### src/sv/pbu_pkg.sv
// pbu_pkg: types, constants and codes of the belief update block
// no dependencies
`default_nettype none
package pbu_pkg;
  localparam int NUM_STATES       = 16;
  localparam int NUM_ACTIONS      = 4;
  localparam int NUM_OBSERVATIONS = 4;
  localparam int FRAC_BITS        = 16;
  localparam int PW  = FRAC_BITS + 1;
  localparam int SW  = $clog2(NUM_STATES);
  localparam int AW  = 2;
  localparam int OW  = 2;
  localparam int TDEPTH = NUM_STATES * NUM_ACTIONS * NUM_STATES;
  localparam int ODEPTH = NUM_ACTIONS * NUM_STATES * NUM_OBSERVATIONS;
  localparam int TAW = $clog2(TDEPTH);
  localparam int OAW = $clog2(ODEPTH);
  localparam int ACCW = 2 * FRAC_BITS + 2;
  localparam int SUMW = PW + SW;
  localparam logic [PW-1:0] ONE_FX = PW'(1) << FRAC_BITS;

  typedef enum logic [1:0] {
    OP_LOAD_T   = 2'd0,
    OP_LOAD_O   = 2'd1,
    OP_LOAD_B   = 2'd2,
    OP_UPDATE   = 2'd3
  } opcode_t;

  typedef enum logic [3:0] {
    ST_IDLE, ST_MAC_RD, ST_MAC, ST_OBS_RD, ST_OBS, ST_U,
    ST_DIV_START, ST_DIV, ST_EMIT
  } state_t;

  typedef struct packed {
    logic start;
    logic [SUMW+FRAC_BITS-1:0] dividend;
    logic [SUMW-1:0]           divisor;
  } div_req_t;

  typedef struct packed {
    logic done;
    logic [SUMW+FRAC_BITS-1:0] quotient;
  } div_rsp_t;

  function automatic logic [PW-1:0] clamp_prob(input logic [SUMW+FRAC_BITS-1:0] v);
    clamp_prob = (v > (SUMW+FRAC_BITS)'(ONE_FX)) ? ONE_FX : v[PW-1:0];
  endfunction
endpackage
`default_nettype wire

### src/sv/pbu_div.sv
// pbu_div: restoring divider, one quotient bit per cycle
// depends on pbu_pkg
`default_nettype none
module pbu_div (
  input  wire logic          clk,
  input  wire logic          rst_n,
  input  wire pbu_pkg::div_req_t req,
  output pbu_pkg::div_rsp_t  rsp
);
  import pbu_pkg::*;
  localparam int QW = SUMW + FRAC_BITS;
  localparam int CW = $clog2(QW + 1);

  logic [QW-1:0]   quo_r, quo_nxt;
  logic [SUMW:0]   rem_r, rem_nxt;
  logic [SUMW-1:0] dsr_r, dsr_nxt;
  logic [CW-1:0]   cnt_r, cnt_nxt;
  logic            busy_r, busy_nxt;
  logic            done_r, done_nxt;
  logic [SUMW:0]   trial;

  always_comb begin
    quo_nxt  = quo_r;
    rem_nxt  = rem_r;
    dsr_nxt  = dsr_r;
    cnt_nxt  = cnt_r;
    busy_nxt = busy_r;
    done_nxt = 1'b0;
    trial    = {rem_r[SUMW-1:0], quo_r[QW-1]};
    if (req.start) begin
      quo_nxt  = req.dividend;
      rem_nxt  = '0;
      dsr_nxt  = req.divisor;
      cnt_nxt  = CW'(QW);
      busy_nxt = 1'b1;
    end else if (busy_r) begin
      // shift in one dividend bit, subtract when it fits
      if (trial >= {1'b0, dsr_r}) begin
        rem_nxt = trial - {1'b0, dsr_r};
        quo_nxt = {quo_r[QW-2:0], 1'b1};
      end else begin
        rem_nxt = trial;
        quo_nxt = {quo_r[QW-2:0], 1'b0};
      end
      cnt_nxt = cnt_r - CW'(1);
      if (cnt_r == CW'(1)) begin
        busy_nxt = 1'b0;
        done_nxt = 1'b1;
      end
    end
  end

  always_ff @(posedge clk) begin
    if (!rst_n) begin
      busy_r <= 1'b0;
      done_r <= 1'b0;
      cnt_r  <= '0;
    end else begin
      busy_r <= busy_nxt;
      done_r <= done_nxt;
      cnt_r  <= cnt_nxt;
    end
    quo_r <= quo_nxt;
    rem_r <= rem_nxt;
    dsr_r <= dsr_nxt;
  end

  assign rsp.done     = done_r;
  assign rsp.quotient = quo_r;
endmodule
`default_nettype wire

### config.mk
export PLATFORM = sky130hd
export DESIGN_NAME = pbu_div
export DESIGN_NICKNAME = d
export VERILOG_FILES = /design/src/sv/pbu_pkg.sv /design/src/sv/pbu_div.sv
export SDC_FILE = /design/constraint.sdc
export NUM_CORES = 1
export LEC_CHECK = 0
export BUFFER_PORTS_ARGS = -buffer_cell sky130_fd_sc_hd__buf_4
export CORE_UTILIZATION = 48
export CTS_BUF_LIST = sky130_fd_sc_hd__clkbuf_16
export DETAILED_ROUTE_END_ITERATION = 10
export GPL_TIMING_DRIVEN = 1
export PLACE_DENSITY_LB_ADDON = 0.15
export SKIP_LAST_GASP = 1
export SYNTH_ARGS = -nofsm -noshare
export SYNTH_HDL_FRONTEND = slang
export SYNTH_SLANG_ARGS = --single-unit
### constraint.sdc
create_clock -name clk -period 5.75 [get_ports clk]
set_input_delay 0.575 -clock clk [delete_from_list [all_inputs] [get_ports clk]]
set_output_delay 0.575 -clock clk [all_outputs]
set_load 0.05 [all_outputs]
==> out/metrics.csv <==
metric,value,unit
relative slew slack,25.2,%
"most used cell, CP",inv_1,
critical-path cell list,inv_1 -> ha_1 -> inv_1 -> fa_1 -> a21o_1 -> a221o_1 -> a211oi_2 -> nor3_1 -> nor2_1 -> a2111oi_2,
pwr dens,289,mW/mm^2
Syn Nets,560,
DRC,0,
placed cell areas,0.00569,mm^2
fmax,319,MHz
Initial DRT Pass Iterations,5,
Ant. Diodes,0,
Die X,103,um
TritonCTS clock tree,done,
period utilization,54.5,%
DIE AREA,0.0106,mm^2
Final #Nets,645,
Vias/cell,5.64,
post_cts resized,0,
Core ar.,0.00982,mm^2
post-synthesis sequential element count,87,
global-route wire length before repair,19.1,mm
hold path cells,1,
Min Hold Slack,0.409,ns
clk buf depth,2,
Post-synth EDFFs,58,
"commonest non-fill, non-tap cell in the layout",buf_4,
CP peak stage delay,0.91,ns
placer's final routability congestion estimate,0.925,
# clock sinks,87,
ANT nets after route,0,
Mapped Area,0.00490,mm^2
leakage power total,2.45,nW
sequential power share,43.7,%
CP Capture Type,flop,
final instance area,0.00598,mm^2
number of global-route vias before repair,3910,
NetSw,0.517,mW
asr flop ratio synth,0,%
Worst Path Required,5.99,ns
Routed wire per std cell,17.0,um
"wirelength, routed",11.8,mm
H-tree levels,3,
critical path's slowest cell,nor3_1,
WS Path Type,reg2reg,
hold buffer count at cts,0,
Total GRT Usage,23.8,%
fin. max-slew vios,0,
Final setup viols,0,
share of cells above drive strength 1,28.0,%
library cells used by synthesis,58,
final hold vios,0,
Pint,1.21,mW
filler cell count,870,
status,"complete, no violations",
Yosys warning total,0,
clock network power share,33.0,%
Worst Slack Setup Final,2.62,ns
Peak VDD IR,0.164,mV
worst r2r path cells,10,
unrepaired setup endpoints after global routing,false,
Worst setup SP type,flop,
Final Skew,0.00484,ns
PortBufs,98,
crit path DAT,3.37,ns
Root Driver,clkbuf_16,
Post-DP HPWL,8.37,mm
Setup Buffers After CTS,0,
initial antenna violation count,0,
Via Count,3939,
min Tclk post-route,3.13,ns
worst skew pair latency,0.34,ns
Total Neg Setup Slack,0,ns
Max-Cap Viols,0,
GRT Residual Overflow,0,
Least-Margin Pin Slew,1.11,ns
Initial Util,49.9,%
# rows,36,
"Avg Cell Area, Syn",10.3,um^2
clock-pin slew on the worst setup and hold paths,0.06,ns
Mapped Cells,475,
most frequent cells in the layout,"101 x buf_4, 58 x edfxtp_1, 38 x nor2_1",
CTS Buf Count,9,
DR iter-0 viols,233,
boundary pin count,99,
largest net degree at the start of global routing,44,
Worst Hold Class,in2reg,
dpl ws,2.67,ns
area grow syn2layout,22.0,%
switching share of power,29.9,%
Die Y,103,um
sequential area share after synthesis,47.4,%
"Primary FF master, synth",edfxtp_1,
CP Max Fanout,11,
combinational group share of total power,23.3,%
-- layout make-up --
cell class | count | area, um^2 | share of cell area (%)
Clock buffer | 9 | 225 | 3.77
Clock inverter | 7 | 60.1 | 1.00
Inverter | 29 | 109 | 1.82
Multi-Input combinational cell | 332 | 2340 | 39.1
Sequential cell | 87 | 2320 | 38.9
Tap cell | 133 | 166 | 2.78
Timing Repair Buffer | 101 | 758 | 12.7
-- through the flow --
stage	power [mW]	std cells	util [%]
after global placement	1.16	682	58.0
after detailed placement	1.17	682	58.0
after CTS	1.74	698	60.9
after floorplan	1.04	475	-
final	1.73	698	60.9
after global routing	1.79	698	60.9
-- metal layers --
metal	wire, um	share of wire (%)	up-vias	GRT usage, %
met5	0	0	-	0
met4	257	2.2	0	11.7
met3	1030	8.7	23	6.37
met2	5220	44	171	36.1
met1	5340	45	1828	31.4
li1	-	-	1917	-
-- synth_stat cells, types with 2 or more instances --
cell | instances | area share [%]
ha_1 | 23 | 5.9
buf_4 | 2 | 0.31
and4_1 | 2 | 0.36
nor2_1 | 38 | 2.9
edfxtp_1 | 58 | 36
nor4_1 | 3 | 0.38
o21bai_1 | 3 | 0.46
mux2i_1 | 2 | 0.41
o211ai_1 | 3 | 0.46
a2111oi_0 | 2 | 0.36
a311oi_1 | 7 | 1.3
o21ai_0 | 28 | 2.9
mux2_2 | 37 | 8.5
a21o_1 | 8 | 1.2
o31ai_1 | 5 | 0.77
dfxtp_1 | 29 | 12
a31oi_1 | 10 | 1.3
nand3_1 | 12 | 1.2
buf_2 | 6 | 0.61
and2_1 | 12 | 1.5
clkbuf_1 | 14 | 1.1
nor2b_1 | 3 | 0.38
nand4_1 | 7 | 0.89
o21a_1 | 5 | 0.77
and3_1 | 2 | 0.26
a211oi_1 | 5 | 0.77
inv_1 | 29 | 2.2
nand2b_1 | 3 | 0.38
xor2_1 | 5 | 0.89
xnor2_1 | 14 | 2.5
buf_1 | 3 | 0.23
nor3_1 | 10 | 1.0
nand2_1 | 34 | 2.6
o311ai_0 | 2 | 0.36
a21oi_1 | 25 | 2.6
buf_6 | 2 | 0.46
-- power groups by stage --
stage | combinational [mW] | clock, mW | sequential (mW)
6_report | 0.403 | 0.569 | 0.755
5_1_grt | 0.430 | 0.600 | 0.762
4_1_cts | 0.400 | 0.582 | 0.756
3_5_place_dp | 0.399 | 0 | 0.767
3_3_place_gp | 0.394 | 0 | 0.766
2_1_floorplan | 0.183 | 0 | 0.859
-- state kept, by name (all words and copies together), names as in the netlist --
register / cells
done_r: 1
quo_r: 37
dsr_r: 21
busy_r: 1
cnt_r: 6
rem_r: 21
-- critical path: cells and delay by family (launching register included) --
| kind | cells | cell delay, ns |
|---|---|---|
| buf+inv | 2 | 0.13 |
| fa+ha+maj | 2 | 0.42 |
| simple gates | 2 | 1.22 |
| flops | 1 | 0.35 |
| compound gates | 4 | 0.91 |
-- worst paths after layout --
check	start	to	slack, ns
setup / recovery	quo_r[36]	rem_r[10]	2.62
hold / removal	req[14]	dsr_r[14]	0.41
setup reg to reg	quo_r[36]	rem_r[10]	2.62
hold reg to reg	rem_r[13]	rem_r[13]	0.50
-- cells by family after synthesis --
family          Yosys count  synth area share (%)
xor+xnor                 19                  3.40
fa+ha+maj                24                  6.28
compound gates          117                  16.0
simple gates            133                  13.1
mux                      39                  8.91
buf+inv                  56                  4.90
flops                    87                  47.4
Note: power is estimated with default switching activity, not from simulation.
