--- src/sv/pbu_ram.sv ---
// pbu_ram: generic single-write, single-read RAM with registered read
// no dependencies
`default_nettype none
module pbu_ram #(
  parameter int WIDTH = 17,
  parameter int DEPTH = 16
) (
  input  wire logic                     clk,
  input  wire logic                     we,
  input  wire logic [$clog2(DEPTH)-1:0] waddr,
  input  wire logic [WIDTH-1:0]         wdata,
  input  wire logic [$clog2(DEPTH)-1:0] raddr,
  output logic      [WIDTH-1:0]         rdata
);
  logic [WIDTH-1:0] mem [DEPTH];
  always_ff @(posedge clk) begin
    if (we) begin
      mem[waddr] <= wdata;
    end
    rdata <= mem[raddr];
  end
endmodule
`default_nettype wire

--- config.mk ---
export PLATFORM = sky130hd
export DESIGN_NAME = pbu_ram
export DESIGN_NICKNAME = d
export VERILOG_FILES = /design/src/sv/pbu_ram.sv
export SDC_FILE = /design/constraint.sdc
export NUM_CORES = 1
export LEC_CHECK = 0
export BUFFER_PORTS_ARGS = -buffer_cell sky130_fd_sc_hd__buf_2
export CAP_MARGIN = 20
export CORE_UTILIZATION = 65
export DETAILED_ROUTE_END_ITERATION = 8
export GPL_TIMING_DRIVEN = 1
export PLACE_DENSITY = 0.81
export SLEW_MARGIN = 20
export SYNTH_ARGS = -nofsm -noshare
export SYNTH_HDL_FRONTEND = slang
export SYNTH_SLANG_ARGS = --single-unit
--- constraint.sdc ---
create_clock -name clk -period 4.4 [get_ports clk]
set_input_delay 0.66 -clock clk [delete_from_list [all_inputs] [get_ports clk]]
set_output_delay 0.66 -clock clk [all_outputs]
set_load 0.05 [all_outputs]
==> impl_metrics.csv, run 1 <==
group,metric,value,unit
run_status,outcome,"complete, no violations",
pwr,combPwrFrac,5.6,%
detailed_routing,routed_wirelength,23210,um
cells_and_area,nets,554,
synth,post_synth_num_cell_types,20,
pwr,p_leak,0.003992,uW
detailed_routing,vias_per_cell,6.771,
die,dieArea,0.01688,mm^2
worst_setup_path,crit_required,4.81,ns
synth,synthFlopType,"edfxtp_1",
clock_tree,cts_max_path_buffers,3,
worst_setup_path,crit_chain,"buf_2, buf_4, mux4_2, a22oi_1, nand2_1",
worst_setup_path,worst_r2r_path_depth,3,
timing,skew,0.01133,ns
pwr,switching_power,1203,uW
worst_setup_path,crit_path_start_kind,"primary input",
hold_path,hp-class,"in2reg",
clock_tree,clkLatencyLatePin,0.54,ns
detailed_routing,drt-met1-wl,8241,um
synth,synth-xor-area-share,0,%
worst_setup_path,critical_path_cell_count,5,
placement,dp.cells,713,
synth,syn_inst,458,
timing,rsz0062_at_grt,"false",
clock_tree,clkTransAtPathRegs,0.07,ns
clock_tree,htree_num_levels,1,
die,coreArea,0.01594,mm^2
synth,muxShareOfSynthArea,14.50,%
worst_setup_path,critPathMaxFanout,32,
clock_tree,cts_sinks,289,
timing,fmax,0.4456,GHz
global_route,grt_overflow,0,
global_route,grt_max_degree,42,
pwr,peakVddDrop,335.4,uV
detailed_routing,final_antenna_net_count,0,
worst_setup_path,path_class,"in2reg",
clock_tree,cts-root-buf,"clkbuf_16",
clock_tree,post-cts-setup-buffers,0,
clock_tree,cts_resized,0,
worst_setup_path,startpoint,"raddr[1]",
cells_and_area,stdcell_count,765,
placement,port_buffers,43,
die,initial_core_util,66.72,%
synth,synthAdderAreaFrac,0,%
worst_setup_path,worstPathArrival,2.65,ns
placement,hpwlAfterDp,11420,um
global_route,first_global_vias,5381,
detailed_routing,drc,0,
die,floorplan.io_pins,44,
clock_tree,cts_buffers,28,
timing,setup-violations-final,0,
detailed_routing,dr.pass1.iters,5,
timing,fin_crit_sh,51.01,%
timing,tightestPinTransition,1.160,ns
clock_tree,cts_hold_buffers,0,
worst_setup_path,crit_path_max_incr_delay,0.65,ns
worst_setup_path,r2r_setup_slack,2.83,ns
timing,whs,0.4938,ns
synth,yosysMostFrequentCell,"edfxtp_1",
worst_setup_path,timing.rr.start,"mem[15][9]",
synth,yosysTopAreaCell,"edfxtp_1",
cells_and_area,fill_cells,830,
cells_and_area,n_antenna_cell,0,
pwr,power.internal,4756,uW
pwr,sequentialPowerShare,52.0,%
cells_and_area,drive_gt1_share,34.06,%
worst_setup_path,path_buf_inv,2,
die,die_h,129.9,um
detailed_routing,routed.top_layer,"met5",
synth,async_reset_ff_share,0,%
global_route,grt_usage,29.18,%
synth,syn_area,0.01064,mm^2
worst_setup_path,end_kind,"register",
synth,synth_edf_count,272,
pwr,power_density,488.6,mW/mm^2
synth,synth_nets,485,
worst_setup_path,path_delay_family,"buffers and inverters",
global_route,grt_antenna_before_repair,2,
synth,yosys.area_share.simple,1.847,%
detailed_routing,met3_wirelength,2202,um
clock_tree,cts_tree,"done",
timing,report.final.hold_viol_count,0,
placement,globalplace.congestion,0.7356,
synth,synth-seq-cells,289,
detailed_routing,wl_met2,11740,um
die,die_w,129.9,um
synth,yosysWarnings,0,
worst_setup_path,slowest_stage,"buf_2",
synth,syn_avg_cell_area,23.23,um^2
detailed_routing,wl_per_cell,30.34,um
pwr,pwr-share-clk,42.4,%
timing,maxSlewHeadroom,22.33,%
synth,synth_seq_area_share,79.98,%
die,placementRows,46,
worst_setup_path,reg2reg_to,"rdata[9]",
synth,synth_compound_area_share,2.399,%
cells_and_area,syn_to_final_growth,14.63,%
timing,drv_slew,0,
timing,min_period,2.244,ns
synth,synth_top_family_by_area,"multiplexers",
cells_and_area,fin_util,76.49,%
detailed_routing,vias,5180,
synth,yosys-top-cells-count,"edfxtp_1 (272), mux4_2 (65), a22oi_1 (34)",
synth,yosysTopAreaCellShare,76.78,%
detailed_routing,drtIter0Drc,612,
pwr,p_sw_share,20.19,%
worst_setup_path,setup.worst_path.end,"rdata[14]",
flow_run,drv_cap,0,
synth,netlist_top_cells_area,"edfxtp_1 (77%), mux4_2 (14%), dfxtp_1 (3.2%)",
global_route,grt_first_pass_wirelength,33370,um
timing,fin_tns_setup,0,ns
-- final cells by class --
cell class                 count  area [um^2]  share of cell area, %
sequential                   289         8508                  69.77
timing repair buffer          62        372.9                  3.058
clock inverter                10        171.4                  1.406
clock buffer                  42        814.5                  6.680
multi-input combinational    146         2057                  16.87
tap                          216        270.3                  2.216
-- worst min path at each step --
stage,end,startpoint,depth (start not counted)
after global routing,mem[1][0],wdata[0],1
after global placement,rdata[6],mem[15][6],3
after detailed placement,rdata[0],mem[15][0],3
after CTS,mem[12][6],wdata[6],1
after floorplan,rdata[11],mem[15][11],3
final,mem[4][0],wdata[0],1
-- metrics by stage --
stage / instance area [um^2] / worst slack [ns] / total power (uW)
finish: 12190 / 2.156 / 5958
global route: 12190 / 2.078 / 6107
detailed placement: 11210 / 1.727 / 3482
global placement: 11200 / 1.754 / 3465
CTS: 12190 / 2.160 / 5977
floorplan: 10640 / 1.615 / 3365
-- sequential cells by signal (all words and copies together), names as in the netlist --
register,count
rdata,17
mem,272
-- per-layer routing --
metal  global-route usage [%]  vias up
met2                    48.19      349
met3                    6.191       94
met4                    13.61        4
met1                    37.90     2655
li1                         -     2078
met5                        0        -
-- power groups by stage --
stage               logic (uW)  registers (uW)  clock network, uW
floorplan                  151            3210                  0
global placement           317            3150                  0
detailed placement         329            3150                  0
finish                     335            3100               2530
CTS                        336            3100               2540
global route               353            3100               2650
-- placed cells by master (no fill, tap or decap) --
master,netlist,final
edfxtp_1,272,272
mux4_2,65,65
buf_2,8,42
a22oi_1,34,34
clkbuf_16,0,29
buf_4,0,19
nand2_1,18,18
dfxtp_1,17,17
nor2_2,0,13
clkbuf_1,9,9
bufinv_16,0,5
nor3_2,0,4
clkbuf_8,0,4
mux4_1,3,3
clkinv_1,0,3
nand3b_1,2,2
nand2b_1,2,2
clkinv_2,0,2
nor2b_4,0,1
and2_1,1,1
nor2b_2,0,1
nand3_1,1,1
or3b_2,1,1
buf_12,0,1
-- cells by family after synthesis --
logic type             count (synthesis)
muxes                                 68
and+or+nand+nor                       44
buffers and inverters                 23
DFF                                  289
AOI/OAI and AO/OA                     34
Note: power is estimated with default switching activity, not from simulation.
==> run 2: changes to the inputs <==
--- a/config.mk
+++ b/config.mk
@@ -7,10 +7,10 @@
 export LEC_CHECK = 0
 export BUFFER_PORTS_ARGS = -buffer_cell sky130_fd_sc_hd__buf_2
 export CAP_MARGIN = 20
-export CORE_UTILIZATION = 65
+export CORE_UTILIZATION = 55
 export DETAILED_ROUTE_END_ITERATION = 8
 export GPL_TIMING_DRIVEN = 1
-export PLACE_DENSITY = 0.81
+export PLACE_DENSITY = 0.73
 export SLEW_MARGIN = 20
 export SYNTH_ARGS = -nofsm -noshare
 export SYNTH_HDL_FRONTEND = slang
==> constraint.sdc (replaced) <==
create_clock -name clk -period 1.85 [get_ports clk]
set_input_delay 0.2775 -clock clk [delete_from_list [all_inputs] [get_ports clk]]
set_output_delay 0.2775 -clock clk [all_outputs]
set_load 0.05 [all_outputs]
==> impl_metrics.csv, run 2 (synthesis gave the netlist of run 1 again) <==
group,metric,value,unit
clock_tree,cts_sinks,289,
hold_path,hp-class,"in2reg",
global_route,met2_usage,41.74,%
hold_path,hold_end,"mem[14][16]",
detailed_routing,dr.pass1.iters,5,
detailed_routing,drc,0,
cells_and_area,drive_gt1_share,36.17,%
global_route,grt_max_degree,21,
cells_and_area,regMostFlops,"mem",
cells_and_area,fill_cells,1228,
clock_tree,cts_hold_buffers,0,
cells_and_area,n_antenna_cell,0,
detailed_routing,drtIter0Drc,419,
clock_tree,cts_tree,"done",
global_route,gr-usage-met1,30.20,%
clock_tree,clkLatencyLatePin,0.53,ns
clock_tree,cts-root-buf,"clkbuf_16",
timing,fmax,0.6758,GHz
clock_tree,htree_num_levels,1,
worst_setup_path,reg2reg_to,"rdata[0]",
placement,post-place-ws,0.08501,ns
worst_setup_path,r2r_setup_slack,0.56,ns
cells_and_area,postLayoutCellArea,0.01249,mm^2
detailed_routing,routed_wirelength,22010,um
cells_and_area,largest_register_ffs,272,
cells_and_area,reg_top3,"mem (272), rdata (17)",
pwr,p_leak,0.004092,uW
pwr,peakVddDrop,983.2,uV
die,floorplan.io_pins,44,
worst_setup_path,path_delay_family,"flip-flops",
die,die_h,141.1,um
placement,place_area,0.01159,mm^2
hold_path,min-delay-start,"wdata[16]",
worst_setup_path,worstPathArrival,1.20,ns
worst_setup_path,path_class,"reg2out",
worst_setup_path,path_buf_inv,1,
global_route,grt_overflow,0,
die,die_w,141.1,um
clock_tree,clkTransAtPathRegs,0.06,ns
worst_setup_path,crit_path_start_kind,"register",
clock_tree,cts_max_path_buffers,3,
flow_run,drv_cap,0,
detailed_routing,wl_per_cell,26.71,um
timing,maxSlewHeadroom,22.88,%
hold_path,whs_path_depth,1,
cells_and_area,syn_to_final_growth,17.37,%
timing,fin_crit_sh,79.99,%
cells_and_area,multi_input_area,0.002079,mm^2
detailed_routing,vias,5019,
timing,fin_ws,0.3702,ns
global_route,use_met3,3.533,%
worst_setup_path,critPathMaxFanout,1,
detailed_routing,final_antenna_net_count,0,
die,coreArea,0.01883,mm^2
placement,globalplace.congestion,0.7495,
worst_setup_path,crit_required,1.57,ns
timing,skew,0.009993,ns
placement,port_buffers,43,
worst_setup_path,timing.rr.start,"mem[9][0]",
global_route,grt_antenna_before_repair,0,
detailed_routing,vias_per_cell,6.091,
pwr,power_density,1094,mW/mm^2
clock_tree,post-cts-setup-buffers,0,
timing,report.final.hold_viol_count,0,
global_route,grt_first_pass_wirelength,33260,um
cells_and_area,nets,569,
timing,setup-violations-final,0,
worst_setup_path,worst_r2r_path_depth,3,
worst_setup_path,crit_chain,"buf_2",
global_route,first_global_vias,5359,
timing,rsz0062_at_grt,"false",
worst_setup_path,end_kind,"primary output",
cells_and_area,final_cell_mix,"edfxtp_1 (272), mux4_2 (65), buf_2 (42)",
die,initial_core_util,56.49,%
die,dieArea,0.01990,mm^2
cells_and_area,regArea,0.008508,mm^2
die,placementRows,50,
run_status,outcome,"complete, no violations",
timing,tightestPinTransition,1.152,ns
worst_setup_path,crit_path_max_incr_delay,0.38,ns
clock_tree,cts_buffers,29,
global_route,grt.busiest_layer,"met2",
global_route,grt_usage,23.70,%
worst_setup_path,slowest_stage,"dfxtp_1",
cells_and_area,final_common_cell,"edfxtp_1",
clock_tree,cts_resized,0,
timing,drv_slew,0,
placement,hpwlAfterDp,12290,um
timing,min_period,1.480,ns
run 2: changes by cell type in the layout (fill, tap and decap cells not counted), moves of 2 or more:
cell        change
buf_4           -2
clkinv_2        +6
clkinvlp_4      +2
nor3_4          +4
bufinv_16       -4
nor3_2          -4
buf_12         +16
clkbuf_1        -2
run 2: cell type report:
type,instances,share of cell area (%)
Clock inverter,14,0.8117
Tap cell,260,2.605
Timing Repair Buffer,76,5.431
Clock buffer,39,6.353
Sequential cell,289,68.14
Multi-Input combinational cell,146,16.65
run 2: routing by layer:
metal  share of wire, %  vias to the layer above
met5                  0                        -
met4                3.0                        0
met3                6.1                       51
met2                 53                      202
met1                 38                     2658
li1                   -                     2108
run 2: worst max path at each step:
stage | start | end | slack (ns) | depth (start not counted)
3_3_place_gp | raddr[3] | rdata[10] | 0.16 | 4
4_1_cts | rdata[10] | rdata[10] | 0.37 | 1
6_report | rdata[10] | rdata[10] | 0.37 | 1
3_5_place_dp | raddr[3] | rdata[6] | 0.09 | 4
2_1_floorplan | waddr[2] | mem[1][0] | -0.11 | 2
5_1_grt | rdata[10] | rdata[10] | 0.35 | 1
run 2: per-stage QoR:
stage	instances	hold slack [ns]	setup TNS (ns)	utilization (%)	total power (uW)
after floorplan	458	0.3764	-5.397	-	8004
after global placement	771	0.6344	0	61.53	8309
after detailed placement	771	0.6638	0	61.53	8341
after CTS	824	0.1039	0	66.28	13750
after global routing	824	0.1199	0	66.31	14070
final	824	0.1208	0	66.31	13660
run 2: power breakdown:
| part | internal [uW] | total [uW] | switching [uW] |
|---|---|---|---|
| combinational | 308 | 834 | 527 |
| clock | 3140 | 5460 | 2320 |
| sequential | 7320 | 7370 | 47.9 |
